`src/bpp_pkg.sv`:
```
// ============================================================================
// bpp_pkg
// Shared types, constants and helpers for the bitfield pixel premultiply core.
// ============================================================================
package bpp_pkg;

    // Register map, word index (byte address / 4)
    typedef enum logic [1:0] {
        REG_RED_MASK   = 2'd0,
        REG_GREEN_MASK = 2'd1,
        REG_BLUE_MASK  = 2'd2,
        REG_ALPHA_MASK = 2'd3
    } t_reg_idx;

    localparam int unsigned ADDR_W = 4;
    localparam int unsigned DATA_W = 32;

    localparam logic [31:0] RED_MASK_RST   = 32'h00FF_0000;
    localparam logic [31:0] GREEN_MASK_RST = 32'h0000_FF00;
    localparam logic [31:0] BLUE_MASK_RST  = 32'h0000_00FF;
    localparam logic [31:0] ALPHA_MASK_RST = 32'hFF00_0000;

    // floor(x / 255) for x < 2^26 as (x * RECIP_255) >> RECIP_SHIFT
    localparam int unsigned X_W         = 26;
    localparam int unsigned RECIP_W     = 27;
    localparam int unsigned RECIP_SHIFT = 34;
    localparam logic [RECIP_W-1:0] RECIP_255 = 27'd67372037;
    localparam int unsigned Q_W         = 18;

    // Digit-by-digit square root state
    localparam int unsigned ROOT_W = 9;
    localparam int unsigned REM_W  = 10;

    typedef struct packed {
        logic [Q_W-1:0]    q;
        logic [REM_W-1:0]  rem;
        logic [ROOT_W-1:0] root;
    } t_sqrt;

    // Position of the lowest set bit; zero mask gives 0
    function automatic logic [4:0] low_bit_index(input logic [31:0] m);
        logic [31:0] oh;
        logic [4:0]  idx;
        oh  = m & (~m + 32'd1);
        idx = '0;
        for (int b = 0; b < 5; b++) begin
            for (int i = 0; i < 32; i++) begin
                if (((i >> b) & 1) == 1) begin
                    idx[b] = idx[b] | oh[i];
                end
            end
        end
        return idx;
    endfunction

    // One restoring square root step, consuming the bit pair at index pair_idx
    function automatic t_sqrt sqrt_step(input t_sqrt st, input int unsigned pair_idx);
        t_sqrt             nx;
        logic [REM_W+1:0]  acc;
        logic [REM_W+1:0]  trial;
        nx    = st;
        acc   = {st.rem, st.q[2*pair_idx +: 2]};
        trial = {1'b0, st.root, 2'b01};
        if (acc >= trial) begin
            nx.rem  = REM_W'(acc - trial);
            nx.root = {st.root[ROOT_W-2:0], 1'b1};
        end else begin
            nx.rem  = REM_W'(acc);
            nx.root = {st.root[ROOT_W-2:0], 1'b0};
        end
        return nx;
    endfunction

endpackage

```
`src/bitfield_pixel_premultiply_core.sv`:
```
// ============================================================================
// bitfield_pixel_premultiply_core
// Bitfield pixel to premultiplied ARGB8888, ten-stage pipeline.
// ============================================================================
// Input channel: i_valid / o_ready carry one 32-bit source word; output
// channel: o_valid / i_ready carry one ARGB word (alpha, red, green, blue).
// Four channel masks sit on an APB-style port at byte addresses 0, 4, 8, 12
// (red, green, blue, alpha); pready is tied high and reads return the mask.
// A zero alpha mask selects the bits not covered by the three colour masks.
// Throughput is one word per clock while the receiver accepts. The stages
// are: input register, mask, shift and clamp, c*c, c*c*a, divide by 255
// through a reciprocal multiply, three square root stages of three result
// bits each, and the rounding stage that feeds the output register.
// Every stage has its own valid bit and advances when empty or when the next
// stage advances, so bubbles collapse and a stalled receiver only backs the
// pipe up once it is full; nothing is dropped or repeated.
// Reset (synchronous, active low) empties the pipe and restores the default
// masks (0x00FF0000, 0x0000FF00, 0x000000FF, 0xFF000000).
// ============================================================================
module bitfield_pixel_premultiply_core (
    input  logic                          i_clk,
    input  logic                          i_rst_n,
    // APB-style configuration
    input  logic                          psel,
    input  logic                          penable,
    input  logic                          pwrite,
    input  logic [bpp_pkg::ADDR_W-1:0]    paddr,
    input  logic [bpp_pkg::DATA_W-1:0]    pwdata,
    output logic [bpp_pkg::DATA_W-1:0]    prdata,
    output logic                          pready,
    // input words
    input  logic                          i_valid,
    output logic                          o_ready,
    input  logic [31:0]                   i_source_pixel,
    // output words
    output logic                          o_valid,
    input  logic                          i_ready,
    output logic [7:0]                    o_out_alpha,
    output logic [7:0]                    o_out_red,
    output logic [7:0]                    o_out_green,
    output logic [7:0]                    o_out_blue
);

    localparam int unsigned NSTG = 10;
    localparam int unsigned LAST = NSTG - 1;

    // ------------------------------------------------------------------
    // configuration registers
    // ------------------------------------------------------------------
    logic [31:0]       r_mask_red, r_mask_green, r_mask_blue, r_mask_alpha;
    bpp_pkg::t_reg_idx reg_idx;

    assign reg_idx = bpp_pkg::t_reg_idx'(paddr[3:2]);
    assign pready  = 1'b1;

    always_ff @(posedge i_clk) begin
        if (!i_rst_n) begin
            r_mask_red   <= bpp_pkg::RED_MASK_RST;
            r_mask_green <= bpp_pkg::GREEN_MASK_RST;
            r_mask_blue  <= bpp_pkg::BLUE_MASK_RST;
            r_mask_alpha <= bpp_pkg::ALPHA_MASK_RST;
        end else if (psel && penable && pwrite && pready) begin
            unique case (reg_idx)
                bpp_pkg::REG_RED_MASK:   r_mask_red   <= pwdata;
                bpp_pkg::REG_GREEN_MASK: r_mask_green <= pwdata;
                bpp_pkg::REG_BLUE_MASK:  r_mask_blue  <= pwdata;
                bpp_pkg::REG_ALPHA_MASK: r_mask_alpha <= pwdata;
                default:                 r_mask_alpha <= r_mask_alpha;
            endcase
        end
    end

    always_comb begin
        unique case (reg_idx)
            bpp_pkg::REG_RED_MASK:   prdata = r_mask_red;
            bpp_pkg::REG_GREEN_MASK: prdata = r_mask_green;
            bpp_pkg::REG_BLUE_MASK:  prdata = r_mask_blue;
            bpp_pkg::REG_ALPHA_MASK: prdata = r_mask_alpha;
            default:                 prdata = '0;
        endcase
    end

    // ------------------------------------------------------------------
    // pipeline control
    // ------------------------------------------------------------------
    logic [NSTG-1:0] r_vld;
    logic [NSTG-1:0] adv;

    always_comb begin
        adv[LAST] = !r_vld[LAST] || i_ready;
        for (int s = LAST - 1; s >= 0; s--) begin
            adv[s] = !r_vld[s] || adv[s+1];
        end
    end

    always_ff @(posedge i_clk) begin
        if (!i_rst_n) begin
            r_vld <= '0;
        end else begin
            if (adv[0]) begin
                r_vld[0] <= i_valid;
            end
            for (int s = 1; s < NSTG; s++) begin
                if (adv[s]) begin
                    r_vld[s] <= r_vld[s-1];
                end
            end
        end
    end

    assign o_ready = adv[0];
    assign o_valid = r_vld[LAST];

    // ------------------------------------------------------------------
    // datapath registers; channel index 0..2 = red, green, blue, 3 = alpha
    // ------------------------------------------------------------------
    logic [31:0]                r_pix;
    logic [31:0]                r_mw   [4];
    logic [4:0]                 r_sh   [4];
    logic [7:0]                 r_ch   [4];
    logic [15:0]                r_csq  [3];
    logic [23:0]                r_cca  [3];
    logic [bpp_pkg::Q_W-1:0]    r_q    [3];
    bpp_pkg::t_sqrt             r_sq6  [3];
    bpp_pkg::t_sqrt             r_sq7  [3];
    bpp_pkg::t_sqrt             r_sq8  [3];
    logic [7:0]                 r_k    [3];
    logic [7:0]                 r_a3, r_a4, r_a5, r_a6, r_a7, r_a8, r_a9;

    logic [31:0]                n_mask [4];
    logic [7:0]                 n_ch   [4];
    logic [bpp_pkg::X_W-1:0]    n_x    [3];
    logic [bpp_pkg::X_W+bpp_pkg::RECIP_W-1:0] n_prod [3];
    bpp_pkg::t_sqrt             n_sq6  [3];
    bpp_pkg::t_sqrt             n_sq7  [3];
    bpp_pkg::t_sqrt             n_sq8  [3];
    logic [bpp_pkg::ROOT_W:0]   n_rnd  [3];

    always_comb begin
        n_mask[0] = r_mask_red;
        n_mask[1] = r_mask_green;
        n_mask[2] = r_mask_blue;
        n_mask[3] = (r_mask_alpha == '0) ? ~(r_mask_red | r_mask_green | r_mask_blue)
                                         : r_mask_alpha;
    end

    // shift and clamp to 255
    always_comb begin
        for (int c = 0; c < 4; c++) begin
            logic [31:0] v;
            v       = r_mw[c] >> r_sh[c];
            n_ch[c] = (|v[31:8]) ? 8'hFF : v[7:0];
        end
    end

    // x = 4*c*c*a, then floor(x/255), then square root, three bits a stage
    always_comb begin
        for (int c = 0; c < 3; c++) begin
            bpp_pkg::t_sqrt st;
            n_x[c]    = {r_cca[c], 2'b00};
            n_prod[c] = n_x[c] * bpp_pkg::RECIP_255;

            st = '{q: r_q[c], rem: '0, root: '0};
            for (int j = 0; j < 3; j++) begin
                st = bpp_pkg::sqrt_step(st, 8 - j);
            end
            n_sq6[c] = st;

            st = r_sq6[c];
            for (int j = 0; j < 3; j++) begin
                st = bpp_pkg::sqrt_step(st, 5 - j);
            end
            n_sq7[c] = st;

            st = r_sq7[c];
            for (int j = 0; j < 3; j++) begin
                st = bpp_pkg::sqrt_step(st, 2 - j);
            end
            n_sq8[c] = st;

            // k = (isqrt(q) + 1) / 2
            n_rnd[c] = {1'b0, r_sq8[c].root} + 10'd1;
        end
    end

    always_ff @(posedge i_clk) begin
        if (adv[0]) begin
            r_pix <= i_source_pixel;
        end
        if (adv[1]) begin
            for (int c = 0; c < 4; c++) begin
                r_mw[c] <= r_pix & n_mask[c];
                r_sh[c] <= bpp_pkg::low_bit_index(n_mask[c]);
            end
        end
        if (adv[2]) begin
            r_ch <= n_ch;
        end
        if (adv[3]) begin
            for (int c = 0; c < 3; c++) begin
                r_csq[c] <= r_ch[c] * r_ch[c];
            end
            r_a3 <= r_ch[3];
        end
        if (adv[4]) begin
            for (int c = 0; c < 3; c++) begin
                r_cca[c] <= r_csq[c] * r_a3;
            end
            r_a4 <= r_a3;
        end
        if (adv[5]) begin
            for (int c = 0; c < 3; c++) begin
                r_q[c] <= n_prod[c][bpp_pkg::RECIP_SHIFT +: bpp_pkg::Q_W];
            end
            r_a5 <= r_a4;
        end
        if (adv[6]) begin
            r_sq6 <= n_sq6;
            r_a6  <= r_a5;
        end
        if (adv[7]) begin
            r_sq7 <= n_sq7;
            r_a7  <= r_a6;
        end
        if (adv[8]) begin
            r_sq8 <= n_sq8;
            r_a8  <= r_a7;
        end
        if (adv[9]) begin
            for (int c = 0; c < 3; c++) begin
                r_k[c] <= n_rnd[c][8:1];
            end
            r_a9 <= r_a8;
        end
    end

    assign o_out_alpha = r_a9;
    assign o_out_red   = r_k[0];
    assign o_out_green = r_k[1];
    assign o_out_blue  = r_k[2];

    // ------------------------------------------------------------------
    // assertions
    // ------------------------------------------------------------------
    // zero alpha forces every colour to zero
    a_zero_alpha: assert property (@(posedge i_clk) disable iff (!i_rst_n)
        (o_valid && o_out_alpha == 8'd0) |->
            (o_out_red == 8'd0 && o_out_green == 8'd0 && o_out_blue == 8'd0))
        else $error("nonzero colour with zero alpha");

    // input may only back up when the pipe is full and the receiver stalls
    a_backpressure: assert property (@(posedge i_clk) disable iff (!i_rst_n)
        !o_ready |-> (o_valid && !i_ready && (&r_vld)))
        else $error("input stalled without a full, stalled pipe");

    // square root remainder stays within 2*root on the last sqrt stage
    a_sqrt_rem: assert property (@(posedge i_clk) disable iff (!i_rst_n)
        r_vld[8] |->
            ({1'b0, r_sq8[0].rem} <= {r_sq8[0].root, 1'b0} &&
             {1'b0, r_sq8[1].rem} <= {r_sq8[1].root, 1'b0} &&
             {1'b0, r_sq8[2].rem} <= {r_sq8[2].root, 1'b0}))
        else $error("square root remainder out of range");

endmodule
```
`config.mk`:
```
export PLATFORM = sky130hd
export DESIGN_NAME = bitfield_pixel_premultiply_core
export DESIGN_NICKNAME = d
export VERILOG_FILES = /design/src/bpp_pkg.sv /design/src/bitfield_pixel_premultiply_core.sv
export SDC_FILE = /design/constraint.sdc
export NUM_CORES = 2
export LEC_CHECK = 0
export BUFFER_PORTS_ARGS = -buffer_cell sky130_fd_sc_hd__buf_2
export CORE_MARGIN = 10
export CORE_UTILIZATION = 39
export DETAILED_ROUTE_END_ITERATION = 6
export HOLD_SLACK_MARGIN = 0.02
export PLACE_DENSITY = 0.55
export SETUP_SLACK_MARGIN = 0.5
export SKIP_CTS_REPAIR_TIMING = 1
export SYNTH_ARGS = -nofsm -noshare
export SYNTH_HDL_FRONTEND = slang
export SYNTH_SLANG_ARGS = --single-unit
```
`constraint.sdc`:
```
create_clock -name i_clk -period 6.3 [get_ports i_clk]
set_clock_uncertainty 0.2 [all_clocks]
set_input_delay 0.315 -clock i_clk [delete_from_list [all_inputs] [get_ports i_clk]]
set_output_delay 0.315 -clock i_clk [all_outputs]
set_load 0.05 [all_outputs]
```
Word-level counts from Yosys, hierarchy flattened
Memories as Yosys holds them, arrays and structs flattened.
Cells that the tools add are included.

word-level totals
  latch bits = 0
  output and inout port bits = 67
  register bits = 453
  bits in writable memories = 346
  memories = 6
  bits in read-only memories = 0
  bits of input ports = 75

memory list
  memory  depth  bits a word  read ports  clocked after memory_dff  write ports  RTL line                                source
  r_mw    4      32           4           0                         4            bitfield_pixel_premultiply_core.sv:118  logic [31:0] r_mw [4];
  r_cca   3      24           3           0                         3            bitfield_pixel_premultiply_core.sv:122  logic [23:0] r_cca [3];
  r_q     3      18           3           0                         3            bitfield_pixel_premultiply_core.sv:123  logic [bpp_pkg::Q_W-1:0] r_q [3];
  r_csq   3      16           3           0                         3            bitfield_pixel_premultiply_core.sv:121  logic [15:0] r_csq [3];
  r_k     3      8            3           0                         3            bitfield_pixel_premultiply_core.sv:127  logic [7:0] r_k [3];
  r_sh    4      5            4           0                         4            bitfield_pixel_premultiply_core.sv:119  logic [4:0] r_sh [4];

operators by class
  multiply operators = 9
  multiplexer cells = 359
  add/sub/neg operators = 31
  equal/unequal tests = 3
  bitwise gates (word level) = 315
  div/mod/pow operators = 0
  order comparisons = 27
  reduce and logical (&&, ||, !) cells = 32
  shifts and indexed selects = 4

operators with widths
  cell                                                                                  count
  19-bit two-way mux                                                                    24
  1-bit two-way mux                                                                     333
  1-bit OR                                                                              300
  12-bit by 11-bit greater-or-equal comparator with 1-bit output                        24
  32-bit bitwise AND                                                                    8
  10-bit subtractor                                                                     21
  32-bit inverter                                                                       5
  24-bit by 27-bit multiplier with 50-bit output (second input constant)                3
  32-bit by 1-bit adder with 32-bit output (second input constant)                      4
  32-bit one-hot mux with 4 select lines                                                1
  32-bit by 5-bit right shift with 32-bit output                                        4
  24-bit OR reduction                                                                   4
  16-bit by 8-bit multiplier with 24-bit output                                         3
  32-bit OR                                                                             2
  8-bit by 8-bit multiplier with 16-bit output                                          3
  32-bit zero test                                                                      1
  32-bit two-way mux                                                                    1
  9-bit by 1-bit adder with 9-bit output (second input constant)                        3
  1-bit zero test                                                                       10
  1-bit logical OR                                                                      10
  2-bit by 1-bit subtractor with 3-bit output (second input constant)                   3
  2-bit AND reduction                                                                   4
  2-bit by 1-bit greater-or-equal comparator with 1-bit output (second input constant)  3
  2-bit == test (second input constant)                                                 2
  3 further kinds                                                                       4

Longest topological paths before layout
  word-level depth = 41
  mapped depth = 30

Worst setup path after synthesis
No wires, ideal clock.

  path kind = flip-flop to flip-flop
  start = mem r_cca[0][15]
  end = mem r_q[0][17] (netlist name), data pin
  arrival = 5.491 ns
  stages on the path, launching flop included = 24
  path buffers = 0
  slack = 0.348 ns
  clock period less this slack = 5.952 ns
  cells stage by stage = edfxtp_1 -> ha_1 -> ha_1 -> ha_1 -> inv_1 -> fa_1 -> inv_1 -> fa_1 -> inv_1 -> fa_1 -> inv_1 -> ha_1 -> ha_1 -> or4_1 -> a2111oi_0 -> a311oi_1 -> o2111ai_1 -> a21oi_1 -> nor3_1 -> a21oi_1 -> a31oi_1 -> o21ai_1 -> and3_1 -> xor2_1

RTL lines
  element             RTL line
  start: declaration  bitfield_pixel_premultiply_core.sv:122
  end: declaration    bitfield_pixel_premultiply_core.sv:123

==> results.yml <==
status:
  status: "finished clean"
yosys:
  synth-xor-area-share_pct: 3.50
  yosys_warnings: 0
  synthMuxAreaShare_pct: 4.41
  synthAdderAreaFrac_pct: 28.5
  syn_area_mm2: 0.0686
  synth_ff_type: "edfxtp_1"
  async_flop_share_pct: 0
  avgSynthCellArea_um2: 9.88
  synth_top_family_by_area: "adder cells"
  synth_cell_types: 108
  ys_seq_area_share_pct: 31.6
  synth_cells: 6951
  synth-compound-area-share_pct: 11.3
  synth_seq_cells: 769
  synth-simple-area-share_pct: 15.1
  synth_edf_count: 631
worst_setup_path:
  worst-path-max-fanout: 3
  critPathTopFamily: "adder cells"
  rr_worst_depth: 21
  path_class: "register to register"
  timing.rr.end: "r_q[0][34]$_DFFE_PP_"
  crit_path_start_kind: "register"
  cpPeakStageDelay_ns: 0.53
  cp_cell_sequence: "ha_1 > ha_1 > fa_1 > ha_1 > fa_2 > ha_1 > ha_1 > ha_4 > a21o_1 > a21o_1 > a2111oi_4 > o31ai_4 > o21a_1 > o21a_1 > a21oi_1 > buf_4 > o31ai_4 > a41o_1 > o211a_1 > o21a_1 > xor2_1"
  r2r_slack_ns: 0.66
  path_buf_inv: 1
  cp-end-kind: "register"
  cpMostUsedCell: "ha_1"
  r2r_start: "r_cca[0][47]$_DFFE_PP_"
  slowest_stage: "fa_2"
  worstPathArrival_ns: 5.88
  worstPathRequired_ns: 6.54
timing:
  finalCritPeriodShare_pct: 89.5
  drv_slew: 0
  finalSetupViolations: 0
  hold_viol: 0
  fmax_mhz: 177
  max_slew_margin_pct: 14.6
  worst_pin_slew_ns: 1.27
  period_needed_ns: 5.64
  rsz0062_at_grt: "yes"
  fin_tns_setup_ns: 0
global_routing:
  antenna_found_initial: 0
  busiest_layer: "met2"
  grt_pass1_wl_um: 272000
  grtUsageTotal_pct: 17.3
  grt_max_degree: 98
  grt_use_met3_pct: 2.54
  grt_pass1_vias: 50481
  grt_use_met1_pct: 22.6
  met2_usage_pct: 29.3
  overflow: 0
floorplanning:
  core_mm2: 0.174
  io_pins: 142
  die_h_um: 440
  placementRows: 153
  die-width_um: 440
  die-area_mm2: 0.193
  start_util_pct: 39.4
clock_network:
  cts.reportedPaths.clkPinSlew_ns: 0.06
  cts_tree: "yes"
  cts_root_buf: "clkbuf_16"
  clock_latency_ns: 0.71
  cts_htree_levels: 3
  cts_buffer_depth: 3
  cts_made_buffers: 91
  clock_sinks: 769
drt:
  vias_per_cell: 5.23
  drc: 0
  wire_per_inst_um: 17.7
  vias: 50455
  postRouteAntennaNets: 0
  drt_iter0_markers: 2743
  first_pass_iters: 5
  wl_um: 171000
hold_path:
  hold_class: "input pin to register"
  worstHoldStart: "penable"
  hold_end: "r_mask_red[29]$_SDFFE_PN0P_"
  hold_depth: 5
place:
  place_congestion: 0.959
  numPortBuffers: 138
  hpwlAfterDp_um: 134000
cells_and_area:
  area_growth_pct: 13.1
  layout_common_cells: "902 x ha_1, 815 x nand2_1, 779 x inv_1"
  drive_gt1_share_pct: 10.8
  nets: 8652
  diodes: 0
  final_common_cell: "ha_1"
job:
  drv_cap: 0
==> per-stage QoR <==
step | hold WS [ns] | setup slack (ns) | utilization [%] | cell area, um^2 | instances
3_5_place_dp | 0.205 | 0.0806 | 41.6 | 72500 | 9330
5_1_grt | 0.0354 | 0.408 | 44.5 | 77600 | 9649
2_1_floorplan | 0.200 | 0.476 | - | 68700 | 6958
3_3_place_gp | 0.201 | 0.0523 | 41.6 | 72500 | 9330
6_report | 0.0503 | 0.664 | 44.5 | 77600 | 9649
4_1_cts | -0.485 | 0.0697 | 43.3 | 75500 | 9495
==> routing by layer <==
metal,wire length [um],vias to the layer above
met5,0,-
met4,5950,0
met2,81200,1043
li1,-,24776
met3,7430,255
met1,76300,24381
==> synthesized netlist by cell type, drive strengths merged (19+ instances only) <==
| master | count | share of area, % |
|---|---|---|
| fa | 399 | 12 |
| nand3 | 112 | 0.82 |
| a21oi | 342 | 2.5 |
| nor2b | 86 | 0.78 |
| mux2 | 57 | 0.94 |
| buf | 24 | 0.16 |
| o21bai | 31 | 0.34 |
| ha | 926 | 17 |
| dfxtp | 138 | 4.0 |
| inv | 805 | 4.4 |
| clkbuf | 187 | 1.0 |
| a31oi | 37 | 0.35 |
| or3 | 19 | 0.18 |
| o31ai | 25 | 0.28 |
| a211oi | 52 | 0.57 |
| and2 | 362 | 3.3 |
| nand4 | 53 | 0.48 |
| edfxtp | 631 | 28 |
| xnor2 | 200 | 2.6 |
| mux2i | 103 | 1.5 |
| nor4 | 39 | 0.39 |
| nor3 | 142 | 1.1 |
| a21boi | 117 | 1.3 |
| and3 | 27 | 0.25 |
| nand2 | 820 | 4.5 |
| o21ai | 255 | 1.9 |
| o21a | 52 | 0.57 |
| a21o | 85 | 0.93 |
| mux4 | 60 | 2.0 |
| o211ai | 63 | 0.70 |
| nor2 | 347 | 1.9 |
| xor2 | 74 | 0.94 |
| nand2b | 37 | 0.34 |
==> cells by family after synthesis <==
kind of cell / count (synthesis)
buffers and inverters: 1018
other: 2
adder cells (fa/ha/maj): 1325
AO/OA/AOI/OAI: 1208
multiplexers: 220
AND/OR/NAND/NOR: 2135
XOR/XNOR: 274
flip-flops: 769
==> state kept, by name, indices dropped and copies added, names as in the netlist, 36 cells and up <==
name,cells
r_mw,128
n_sq7,36
r_csq,45
r_sq6,39
r_sq7,48
r_q,54
r_cca,72
==> cell type report <==
| type | instances | area, um^2 |
|---|---|---|
| Inverter | 807 | 3040 |
| Fill cell | 16588 | 96800 |
| Multi-Input combinational cell | 5171 | 43900 |
| Clock inverter | 60 | 611 |
| Timing Repair Buffer | 412 | 3010 |
| Clock buffer | 105 | 2430 |
| Sequential cell | 769 | 21700 |
| Tap cell | 2325 | 2910 |
==> how the worst max path moves through the flow <==
stage,startpoint,to,slack (ns),depth (start not counted)
finish,r_cca[0][47]$_DFFE_PP_,r_q[0][34]$_DFFE_PP_,0.66,21
global route,r_sq6[74]$_DFFE_PP_,r_sq7[85]$_DFFE_PP_,0.41,28
CTS,r_cca[0][15]$_DFFE_PP_,r_q[0][17]$_DFFE_PP_,0.07,24
detailed placement,r_cca[0][15]$_DFFE_PP_,r_q[0][17]$_DFFE_PP_,0.08,24
global placement,r_cca[0][15]$_DFFE_PP_,r_q[0][17]$_DFFE_PP_,0.05,24
floorplan,r_cca[0][15]$_DFFE_PP_,r_q[0][17]$_DFFE_PP_,0.48,23
==> worst reg2reg max path, stage by stage, from the launching register on <==
cell and delay (ns):
edfxtp_1 0.45, ha_1 0.22, ha_1 0.19, fa_1 0.38, ha_1 0.21, fa_2 0.53
ha_1 0.22, ha_1 0.31, ha_4 0.23, a21o_1 0.16, a21o_1 0.21, a2111oi_4 0.36
o31ai_4 0.12, o21a_1 0.21, o21a_1 0.19, a21oi_1 0.15, buf_4 0.16, o31ai_4 0.07
a41o_1 0.22, o211a_1 0.26, o21a_1 0.18, xor2_1 0.15
Power is left out: the tool's default activity adds up to more than one toggle a clock period on the data nets, which glitch-free logic cannot reach.
